==> config.mk <==
export PLATFORM = sky130hd
export DESIGN_NAME = regex_dot_star_matcher
export DESIGN_NICKNAME = d
export VERILOG_FILES = /design/src/sv/rdsm_pkg.sv /design/src/sv/rdsm_pattern_store.sv /design/src/sv/rdsm_nfa_core.sv /design/src/sv/regex_dot_star_matcher.sv
export SDC_FILE = /design/constraint.sdc
export NUM_CORES = 1
export LEC_CHECK = 0
export BUFFER_PORTS_ARGS = -buffer_cell sky130_fd_sc_hd__buf_4
export CAP_MARGIN = 20
export CORE_MARGIN = 2
export CORE_UTILIZATION = 30
export CTS_CLUSTER_DIAMETER = 80
export DETAILED_ROUTE_END_ITERATION = 12
export GPL_TIMING_DRIVEN = 0
export HOLD_SLACK_MARGIN = 0.08
export PLACE_DENSITY = 0.47
export SETUP_SLACK_MARGIN = 0.5
export SLEW_MARGIN = 20
export SYNTH_ARGS = -nofsm -noshare
export SYNTH_HDL_FRONTEND = slang
export SYNTH_SLANG_ARGS = --single-unit
==> constraint.sdc <==
create_clock -name clock -period 4.7 [get_ports clock]
set_input_delay 1.175 -clock clock [delete_from_list [all_inputs] [get_ports clock]]
set_output_delay 1.175 -clock clock [all_outputs]
set_load 0.05 [all_outputs]
==> src/sv/rdsm_pkg.sv <==
// Shared types and codes for the dot-star regular expression matcher.
// No dependencies; used by the matcher, its pattern store and its NFA core.
package rdsm_pkg;

   // Request codes carried on req_type
   typedef enum logic [1:0] {
      REQ_ELEMENT = 2'd0,
      REQ_TEXT    = 2'd1,
      REQ_REPORT  = 2'd2
   } req_kind_type;

   // Per-word strobes from the top level, already qualified by the word firing
   typedef struct packed {
      logic load_elem;
      logic first_elem;
      logic text;
      logic report;
   } step_ctrl_type;

endpackage

==> src/sv/rdsm_pattern_store.sv <==
// Pattern element store: bytes, wildcard and star flags, length and overflow.
// Depends on rdsm_pkg for the step control struct.
module rdsm_pattern_store #(
   parameter int MAX_ELEMENTS = 32
) (
   input  logic                                   clock,
   input  logic                                   reset,
   input  rdsm_pkg::step_ctrl_type                ctrl,
   input  logic [7:0]                             symbol,
   input  logic                                   any_char,
   input  logic                                   repeat_req,
   output logic [7:0]                             elem_bytes [MAX_ELEMENTS],
   output logic [MAX_ELEMENTS-1:0]                elem_wild,
   output logic [MAX_ELEMENTS-1:0]                elem_star,
   output logic [MAX_ELEMENTS-1:0]                elem_valid,
   output logic [$clog2(MAX_ELEMENTS+1)-1:0]      pattern_len,
   output logic                                   overflow
);

   localparam int LEN_W = $clog2(MAX_ELEMENTS + 1);
   localparam int IDX_W = (MAX_ELEMENTS > 1) ? $clog2(MAX_ELEMENTS) : 1;

   logic [7:0]              bytes_ff [MAX_ELEMENTS];
   logic [MAX_ELEMENTS-1:0] wild_ff;
   logic [MAX_ELEMENTS-1:0] star_ff;
   logic [LEN_W-1:0]        len_ff;
   logic [LEN_W-1:0]        len_in;
   logic                    ovf_ff;
   logic                    ovf_in;
   logic [LEN_W-1:0]        base_len;
   logic                    has_room;
   logic                    wr_en;
   logic [IDX_W-1:0]        wr_idx;

   // A first element restarts the pattern before it is stored
   always_comb begin
      base_len = ctrl.first_elem ? '0 : len_ff;
      has_room = (base_len < LEN_W'(MAX_ELEMENTS));
      wr_en    = ctrl.load_elem & has_room;
      wr_idx   = base_len[IDX_W-1:0];
      len_in   = len_ff;
      ovf_in   = ovf_ff;
      if (ctrl.load_elem) begin
         len_in = has_room ? base_len + LEN_W'(1) : base_len;
         ovf_in = (ctrl.first_elem ? 1'b0 : ovf_ff) | ~has_room;
      end
   end

   always_ff @(posedge clock) begin
      if (reset) begin
         len_ff <= '0;
         ovf_ff <= 1'b0;
      end else begin
         len_ff <= len_in;
         ovf_ff <= ovf_in;
      end
   end

   // Element storage, one write port at the current length
   always_ff @(posedge clock) begin
      if (wr_en) begin
         bytes_ff[wr_idx] <= symbol;
         wild_ff[wr_idx]  <= any_char;
         star_ff[wr_idx]  <= repeat_req;
      end
   end

   // Entries at or beyond the length are stale and masked off
   always_comb begin
      for (int k = 0; k < MAX_ELEMENTS; k++) begin
         elem_valid[k] = (LEN_W'(k) < len_ff);
         elem_bytes[k] = bytes_ff[k];
      end
   end

   assign elem_wild   = wild_ff;
   assign elem_star   = star_ff;
   assign pattern_len = len_ff;
   assign overflow    = ovf_ff;

endmodule

==> src/sv/rdsm_nfa_core.sv <==
// Active-position vector with star-skip closure and byte advance.
// Depends on rdsm_pkg; fed by rdsm_pattern_store.
module rdsm_nfa_core #(
   parameter int MAX_ELEMENTS = 32
) (
   input  logic                               clock,
   input  logic                               reset,
   input  rdsm_pkg::step_ctrl_type            ctrl,
   input  logic [7:0]                         symbol,
   input  logic [7:0]                         elem_bytes [MAX_ELEMENTS],
   input  logic [MAX_ELEMENTS-1:0]            elem_wild,
   input  logic [MAX_ELEMENTS-1:0]            elem_star,
   input  logic [MAX_ELEMENTS-1:0]            elem_valid,
   input  logic [$clog2(MAX_ELEMENTS+1)-1:0]  pattern_len,
   output logic                               end_hit
);

   localparam int NPOS = MAX_ELEMENTS + 1;
   localparam int LVLS = $clog2(NPOS);

   logic [NPOS-1:0]         active_ff;
   logic [NPOS-1:0]         active_in;
   logic [NPOS-1:0]         gen_lvl [LVLS+1];
   logic [NPOS-1:0]         prop_lvl [LVLS+1];
   logic [NPOS-1:0]         closed;
   logic [MAX_ELEMENTS-1:0] elem_hit;
   logic [NPOS-1:0]         advanced;

   // Skip closure as a prefix network: position i inherits from i-1 when
   // element i-1 is starred and part of the pattern
   always_comb begin
      gen_lvl[0]     = active_ff;
      prop_lvl[0][0] = 1'b0;
      for (int i = 1; i < NPOS; i++) begin
         prop_lvl[0][i] = elem_star[i-1] & elem_valid[i-1];
      end
      for (int l = 0; l < LVLS; l++) begin
         for (int i = 0; i < NPOS; i++) begin
            if (i >= (1 << l)) begin
               gen_lvl[l+1][i]  = gen_lvl[l][i] | (prop_lvl[l][i] & gen_lvl[l][i-(1<<l)]);
               prop_lvl[l+1][i] = prop_lvl[l][i] & prop_lvl[l][i-(1<<l)];
            end else begin
               gen_lvl[l+1][i]  = gen_lvl[l][i];
               prop_lvl[l+1][i] = prop_lvl[l][i];
            end
         end
      end
      closed = gen_lvl[LVLS];
   end

   // Advance every matching position; starred elements also stay put
   always_comb begin
      advanced = '0;
      for (int k = 0; k < MAX_ELEMENTS; k++) begin
         elem_hit[k] = closed[k] & elem_valid[k]
                     & (elem_wild[k] | (elem_bytes[k] == symbol));
         advanced[k+1] = advanced[k+1] | elem_hit[k];
         advanced[k]   = advanced[k] | (elem_hit[k] & elem_star[k]);
      end
   end

   // Pattern loads and reports rearm to position zero
   always_comb begin
      active_in = active_ff;
      if (ctrl.load_elem || ctrl.report) begin
         active_in = NPOS'(1);
      end else if (ctrl.text) begin
         active_in = advanced;
      end
   end

   always_ff @(posedge clock) begin
      if (reset) begin
         active_ff <= NPOS'(1);
      end else begin
         active_ff <= active_in;
      end
   end

   assign end_hit = closed[pattern_len];

endmodule

==> src/sv/regex_dot_star_matcher.sv <==
// Whole-text matcher for patterns of literal bytes and '.', each optionally
// starred. Load pattern elements (req_type 0, first=1 starts a new pattern),
// stream text bytes (req_type 1), then send a report word (req_type 2) that
// returns matched/too_long and rearms for the next text with the same pattern.
// One word is taken every clock while req_stall is low. A word waits in the
// input register, where it is decoded and resolved; a report's result then
// passes into the result register, which drives rsp_valid. A report holds
// req_stall high only while the result register holds a word that is itself
// stalled; other words never wait.
// The per-byte step is a prefix network over MAX_ELEMENTS+1 positions plus
// one byte compare per element.
// Patterns longer than MAX_ELEMENTS set too_long and force matched low.
// Depends on rdsm_pkg, rdsm_pattern_store and rdsm_nfa_core.
module regex_dot_star_matcher #(
   parameter int MAX_ELEMENTS = 32
) (
   input  logic       clock,
   input  logic       reset,
   input  logic       req_valid,
   output logic       req_stall,
   input  logic [1:0] req_type,
   input  logic [7:0] req_symbol,
   input  logic       req_any_char,
   input  logic       req_repeat_req,
   input  logic       req_first,
   output logic       rsp_valid,
   input  logic       rsp_stall,
   output logic       rsp_matched,
   output logic       rsp_too_long
);

   localparam int LEN_W = $clog2(MAX_ELEMENTS + 1);

   logic                     in_vld_ff;
   logic                     in_vld_in;
   logic [1:0]               in_kind_ff;
   logic [7:0]               in_sym_ff;
   logic                     in_any_ff;
   logic                     in_rep_ff;
   logic                     in_first_ff;
   logic                     is_report;
   logic                     out_free;
   logic                     fire;
   rdsm_pkg::step_ctrl_type  ctrl;
   logic [7:0]               elem_bytes [MAX_ELEMENTS];
   logic [MAX_ELEMENTS-1:0]  elem_wild;
   logic [MAX_ELEMENTS-1:0]  elem_star;
   logic [MAX_ELEMENTS-1:0]  elem_valid;
   logic [LEN_W-1:0]         pattern_len;
   logic                     overflow;
   logic                     end_hit;
   logic                     rsp_vld_ff;
   logic                     rsp_vld_in;
   logic                     rsp_match_ff;
   logic                     rsp_match_in;
   logic                     rsp_long_ff;
   logic                     rsp_long_in;

   // A report waits only when the result register is full and stalled
   assign is_report = (in_kind_ff == rdsm_pkg::REQ_REPORT);
   assign out_free  = ~rsp_vld_ff | ~rsp_stall;
   assign fire      = in_vld_ff & (~is_report | out_free);
   assign req_stall = in_vld_ff & ~fire;
   assign in_vld_in = req_stall ? in_vld_ff : req_valid;

   // Input register
   always_ff @(posedge clock) begin
      if (reset) begin
         in_vld_ff <= 1'b0;
      end else begin
         in_vld_ff <= in_vld_in;
      end
   end

   always_ff @(posedge clock) begin
      if (!req_stall) begin
         in_kind_ff  <= req_type;
         in_sym_ff   <= req_symbol;
         in_any_ff   <= req_any_char;
         in_rep_ff   <= req_repeat_req;
         in_first_ff <= req_first;
      end
   end

   // Decode the word in the input register; unused codes do nothing
   always_comb begin
      ctrl = '0;
      if (fire) begin
         case (in_kind_ff)
            rdsm_pkg::REQ_ELEMENT: begin
               ctrl.load_elem  = 1'b1;
               ctrl.first_elem = in_first_ff;
            end
            rdsm_pkg::REQ_TEXT:   ctrl.text   = 1'b1;
            rdsm_pkg::REQ_REPORT: ctrl.report = 1'b1;
            default:              ctrl = '0;
         endcase
      end
   end

   rdsm_pattern_store #(
      .MAX_ELEMENTS (MAX_ELEMENTS)
   ) u_store (
      .clock       (clock),
      .reset       (reset),
      .ctrl        (ctrl),
      .symbol      (in_sym_ff),
      .any_char    (in_any_ff),
      .repeat_req  (in_rep_ff),
      .elem_bytes  (elem_bytes),
      .elem_wild   (elem_wild),
      .elem_star   (elem_star),
      .elem_valid  (elem_valid),
      .pattern_len (pattern_len),
      .overflow    (overflow)
   );

   rdsm_nfa_core #(
      .MAX_ELEMENTS (MAX_ELEMENTS)
   ) u_nfa (
      .clock       (clock),
      .reset       (reset),
      .ctrl        (ctrl),
      .symbol      (in_sym_ff),
      .elem_bytes  (elem_bytes),
      .elem_wild   (elem_wild),
      .elem_star   (elem_star),
      .elem_valid  (elem_valid),
      .pattern_len (pattern_len),
      .end_hit     (end_hit)
   );

   // Result register
   always_comb begin
      rsp_vld_in   = rsp_vld_ff;
      rsp_match_in = rsp_match_ff;
      rsp_long_in  = rsp_long_ff;
      if (ctrl.report) begin
         rsp_vld_in   = 1'b1;
         rsp_match_in = end_hit & ~overflow;
         rsp_long_in  = overflow;
      end else if (!rsp_stall) begin
         rsp_vld_in = 1'b0;
      end
   end

   always_ff @(posedge clock) begin
      if (reset) begin
         rsp_vld_ff <= 1'b0;
      end else begin
         rsp_vld_ff <= rsp_vld_in;
      end
   end

   always_ff @(posedge clock) begin
      rsp_match_ff <= rsp_match_in;
      rsp_long_ff  <= rsp_long_in;
   end

   assign rsp_valid    = rsp_vld_ff;
   assign rsp_matched  = rsp_match_ff;
   assign rsp_too_long = rsp_long_ff;

endmodule

# Word-level counts from Yosys, hierarchy flattened
# Memory sizes are Yosys's and may differ from the RTL's.
# Cells that the tools add are included.
totals:
  out_inout_bits: 4
  register_bits: 121
  inputBits: 17
  mem_count: 1
  ramBits: 256
  wordCells: 685
memory_table:
  columns: ["memory", "words", "width", "rd", "rd_ports_with_merged_regs", "write_ports", "line", "source"]
  rows:
  - ["u_store.bytes_ff", 32, 8, 32, 0, 1, "rdsm_pattern_store.sv:23", "logic [7:0] bytes_ff [MAX_ELEMENTS];"]
classes:
  order_cmp: 36
  reduce_logical: 4
  add_sub_neg: 1
  n_mux: 17
  n_eq_ne: 35
  n_bitwise: 577
op_table:
  columns: ["operator", "count"]
  rows:
  - ["$and A1 B1 Y1", 370]
  - ["$eq A8 B8 Y1", 32]
  - ["$or A1 B1 Y1", 201]
  - ["$lt A5 B6 Y1 const A", 16]
  - ["$bwmux W32", 2]
  - ["$lt A4 B6 Y1 const A", 8]
  - ["$lt A3 B6 Y1 const A", 4]
  - ["$lt A1 B6 Y1 const A", 2]
  - ["$lt A2 B6 Y1 const A", 2]
  - ["$mux W6", 2]
  - ["$mux W1", 9]
  - ["$lt A6 B7 Y1 const B", 1]
  - ["$add A6 B1 Y6 const B", 1]
  - ["$bmux W1 S6", 1]
  - ["$lt A5 B6 Y1 const B", 1]
  - ["$lt A6 B6 Y1 const B", 1]
  - ["$not A1 Y1", 6]
  - ["$demux W1 S5", 1]
  - ["$ge A5 B1 Y1 const B", 1]
  - ["$mux W4", 1]
  - ["$eq A2 B1 Y1 const B", 1]
  - ["$eq A2 B2 Y1 const B", 1]
  - ["$logic_not A2 Y1", 1]
  - ["$mux W2", 1]
  - ["4 further kinds", 4]

# Longest topological paths before layout
logic_depth:
  word_depth: 16
  depth_mapped: 14
  depth_no_buf: 11

# Hierarchy
# A second synthesis with hierarchy kept.
hier_totals:
  cells_unflattened: 1308
  area_unflattened_um2: 16971.3
by_module_without_submodules:
  columns: ["module", "cells_per_inst", "instances", "seq_area_each_um2", "area_each_um2"]
  rows:
  - ["rdsm_pattern_store", 477, 1, 9749.4, 10467.5]
  - ["rdsm_nfa_core", 801, 1, 660.6, 5923.2]
  - ["regex_dot_star_matcher", 30, 1, 490.5, 580.6]

# Worst setup path after synthesis
# No wires, ideal clock.
synth_path:
  path_kind: "in2out"
  startpoint: "input port rsp_stall"
  endpoint: "output port req_stall"
  path_buffers: 0
  path_slack_ns: 1.549
  cell_stages: 2
  arrival_ns: 1.976
  required_ns: 3.525
  path_cell_list: "nand2_1 -> nor2_1"
synth_via:
  elab_chain_len: 6
synth_rtl:
  columns: ["item", "line", "source"]
  rows:
  - ["from (decl)", "regex_dot_star_matcher.sv:27", "input logic rsp_stall,"]
  - ["$not A1 Y1", "regex_dot_star_matcher.sv:61", "assign out_free = ~rsp_vld_ff | ~rsp_stall;"]
  - ["$or A1 B1 Y1", "regex_dot_star_matcher.sv:61", null]
  - ["$or A1 B1 Y1", "regex_dot_star_matcher.sv:62", "assign fire = in_vld_ff & (~is_report | out_free);"]
  - ["$and A1 B1 Y1", "regex_dot_star_matcher.sv:62", null]
  - ["$not A1 Y1", "regex_dot_star_matcher.sv:63", "assign req_stall = in_vld_ff & ~fire;"]
  - ["$and A1 B1 Y1", "regex_dot_star_matcher.sv:63", null]
  - ["to (decl)", "regex_dot_star_matcher.sv:20", "output logic req_stall,"]
# Every way passes these cells.

# Worst setup path after layout
layout_path:
  startpoint: "register u_store.len_ff[1] (netlist: u_store.pattern_len[1])"
  endpoint: "memory u_store.bytes_ff[26][1], enable pin"
layout_via:
  elab_chain_len: 5
layout_rtl:
  columns: ["item", "line", "source"]
  rows:
  - ["from (decl)", "rdsm_pattern_store.sv:26", "logic [LEN_W-1:0] len_ff;"]
  - ["from (signal assigned)", "rdsm_pattern_store.sv:54", "len_ff <= len_in;"]
  - ["$mux W6 (*)", "rdsm_pattern_store.sv:37", "base_len = ctrl.first_elem ? '0 : len_ff;"]
  - ["$lt A6 B6 Y1", "rdsm_pattern_store.sv:38", "has_room = (base_len < LEN_W'(MAX_ELEMENTS));"]
  - ["$and A1 B1 Y1", "rdsm_pattern_store.sv:39", "wr_en = ctrl.load_elem & has_room;"]
  - ["$mux W1", "rdsm_pattern_store.sv:61", "if (wr_en) begin"]
  - ["$mux W1 (not written as such)", "rdsm_pattern_store.sv:62", "bytes_ff[wr_idx] <= symbol;"]
  - ["to (decl)", "rdsm_pattern_store.sv:23", null]
# Mark *: on every way between the ends. The rest lies on a longest branch, timed or not.

==> flow_summary.yaml <==
synthesis:
  synth_top_area_share_pct: 58.7
  synthCells: 1325
  yosysTopAreaCell: "edfxtp_1"
  synthesis.nets: 1346
  syn_area_sq_um: 17100
  synth-warning-count: 0
  synth_common_cells: "edfxtp_1, xor2_1, nor2_1, a21oi_1, nand2_1"
  synth_ff_type: "edfxtp_1"
  avgSynthCellArea_sq_um: 12.9
  synth_most_common_cell: "edfxtp_1"
  synth_area_leaders: "edfxtp_1, xor2_1, dfxtp_1"
  synthDistinctLibCells: 88
  async_reset_ff_share_pct: 0
  ys_ff_latch: 377
  synth_edf_count: 335
  ys_seq_area_share_pct: 63.6
critical_path:
  cp.depth: 9
  reg2reg_to: "u_store.bytes_ff[26][1]"
  cp_data_required_time_ps: 4880
  path_max_fanout: 10
  cpPeakStageDelay_ps: 910
  setup.worst_path.class: "reg -> reg"
  crit_end: "u_store.bytes_ff[26][1]"
  cp-end-kind: "flop"
  reg2reg_depth: 9
  critPathTopFamily: "buffers and inverters"
  crit_start: "u_store.pattern_len[1]"
  r2r_slack_ps: 580
  crit_chain: "buf_2, buf_2, buf_1, clkbuf_1, nand2_1, inv_1, ha_1, nand2_1, nor2_1"
  worstPathArrival_ps: 4300
  cp_num_buf_inv: 5
  worstSetupStartpointType: "flop"
  rr_startpoint: "u_store.pattern_len[1]"
  crit_slowest_cell: "nor2_1"
detailed_routing:
  dr_total_vias: 11101
  routed_via_density: 5.05
  drc_errors: 0
  drt_first_pass_iters: 5
  routedWlPerCell_microns: 24.6
  ant_nets: 0
  drt_wl_total_microns: 54100
  drtIter0Drc: 938
floorplan:
  pin_count: 21
  initial_core_util_pct: 30.4
  fp-row-count: 87
  die_height_microns: 243
  core_area_sq_um: 56400
  dieArea_sq_um: 59000
  fp.dieW_microns: 243
grt:
  gr-total-overflow: 0
  grt_max_degree: 21
  grt_pass1_wl_microns: 78400
  grt_pass1_vias: 11022
  antenna_found_initial: 1
  track_usage_pct: 18.3
sta:
  period_share_pct: 87.7
  worst_slack_ps: 578
  slew_viol_final: 0
  fmaxAchievable_ghz: 0.243
  slew_headroom_pct: 30.3
  min_period_ps: 4120
  setup_viol: 0
  tns_ps: 0
  skew_ps: 17.2
  worst_pin_slew_ps: 1050
  rsz0062_at_grt: "yes"
  finalHoldViolCount: 0
clocking:
  cts_buffers: 41
  root_buffer: "clkbuf_16"
  cts-hold-fix-buffers: 0
  clock_path_buffers: 3
  clock-sinks: 377
  cts.htree.levels: 2
  cts_tree: "done"
  clk_pin_slew_ps: 60
  clock_latency_ps: 560
final_layout:
  synthToLayoutAreaGrowth_pct: 16.2
  nets: 1433
  utilization_pct: 35.3
  diodes: 0
  layout-drive-gt1-share_pct: 11.6
placed_design:
  gp_congestion: 0.948
  post-place-ws_ps: 244
  dp_hpwl_microns: 39000
  io_buffers: 19
worst_hold_path:
  hold_path.class: "reg -> reg"
power_and_ir_drop:
  power_mw: 6.95
  p_leak_nw: 6.51
  power_density_nw_per_um2: 349
  irDropWorstVdd_mv: 0.353
outcome:
  outcome: "completed"
job:
  maxCapViolCount: 0
## layer usage
layer	vias up	GRT usage (%)	wire, microns
met4	0	4.85	1220
met3	58	2.85	2540
met1	5633	25.8	25500
met2	282	29.1	24800
met5	-	0	0
li1	5128	-	-
## final cells by class
| class | instances | area, sq um |
|---|---|---|
| Inverter | 17 | 63.8 |
| Sequential cell | 377 | 10900 |
| Tap cell | 756 | 946 |
| Timing Repair Buffer | 44 | 577 |
| Clock inverter | 22 | 108 |
| Clock buffer | 52 | 1090 |
| Fill cell | 5635 | 36500 |
| Buffer | 65 | 319 |
| Multi-Input combinational cell | 866 | 5910 |
## cell usage in the layout, fill, tap and decap left out, drive strengths merged, types with 7 or more instances in the layout
cell type / synthesis / routed
edfxtp: 335 / 335
xor2: 231 / 231
nor2: 108 / 108
clkbuf: 35 / 91
a21oi: 73 / 73
buf: 30 / 69
nand2: 64 / 64
nor4: 64 / 64
dfxtp: 42 / 42
o21ai: 37 / 37
xnor2: 27 / 27
nor3: 23 / 23
inv: 17 / 19
clkinv: 0 / 19
nand3: 17 / 17
a21o: 16 / 16
a221oi: 16 / 16
a31oi: 14 / 14
and3: 13 / 13
a211oi: 13 / 13
o211ai: 11 / 11
nor2b: 8 / 8
and2: 8 / 8
nand4: 7 / 7
## repair_timing
action,in CTS,in global routing
buffers inserted,0,0
hold endpoints to repair,0,0
cloned,0,0
setup endpoints to repair,15,135
resized for setup,4,11
## worst reg2reg max path: stages, from the launching register on
cell	delay (ps)
dfxtp_1	300
buf_2	260
buf_2	280
buf_1	480
clkbuf_1	580
nand2_1	220
inv_1	150
ha_1	150
nand2_1	410
nor2_1	910
## how the worst min path moves through the flow
stage	end	cells past startpoint	startpoint
floorplan	rsp_too_long	0	u_store.overflow
global placement	u_nfa.active_ff[32]	2	u_nfa.active_ff[32]
CTS	u_nfa.active_ff[32]	2	u_nfa.active_ff[32]
detailed placement	u_nfa.active_ff[32]	2	u_nfa.active_ff[32]
finish	u_nfa.active_ff[32]	2	u_nfa.active_ff[32]
global route	u_nfa.active_ff[32]	2	u_nfa.active_ff[32]
## power breakdown
part	switching (mW)	internal, mW	leakage [nW]	total (mW)
combinational	0.227	0.117	2.55	0.345
sequential	0.0265	3.65	3.37	3.68
clock	1.29	1.64	0.590	2.93
## sequential cells by signal, indices dropped and copies added (netlist names)
name                 flops
u_store.bytes_ff       256
u_nfa.active_ff         33
u_store.elem_star       32
u_store.elem_wild       32
in_sym_ff                8
u_store.pattern_len      6
in_kind_ff               2
in_any_ff                1
in_first_ff              1
in_rep_ff                1
in_vld_ff                1
rsp_matched              1
rsp_too_long             1
rsp_valid                1
u_store.overflow         1
## through the flow
| stage | instances | area [sq um] | hold slack (ps) |
|---|---|---|---|
| floorplan | 1325 | 17100 | 432 |
| global placement | 2100 | 18200 | 455 |
| detailed placement | 2124 | 18700 | 461 |
| CTS | 2198 | 19900 | 472 |
| global route | 2199 | 19900 | 489 |
| finish | 2199 | 19900 | 474 |
## cells by family (layout without fill, tap and decap cells)
group	Yosys count	after routing	share of synthesized area, %
buffers and inverters	82	200	2.07
xor gates and xnor gates	258	258	13.2
adders and majority gates	4	4	0.292
DFF	377	377	63.6
AOI/OAI and AO/OA	250	250	10.3
muxes	3	3	0.175
and+or+nand+nor	351	351	10.4
Power figures use the tool's default switching activity.
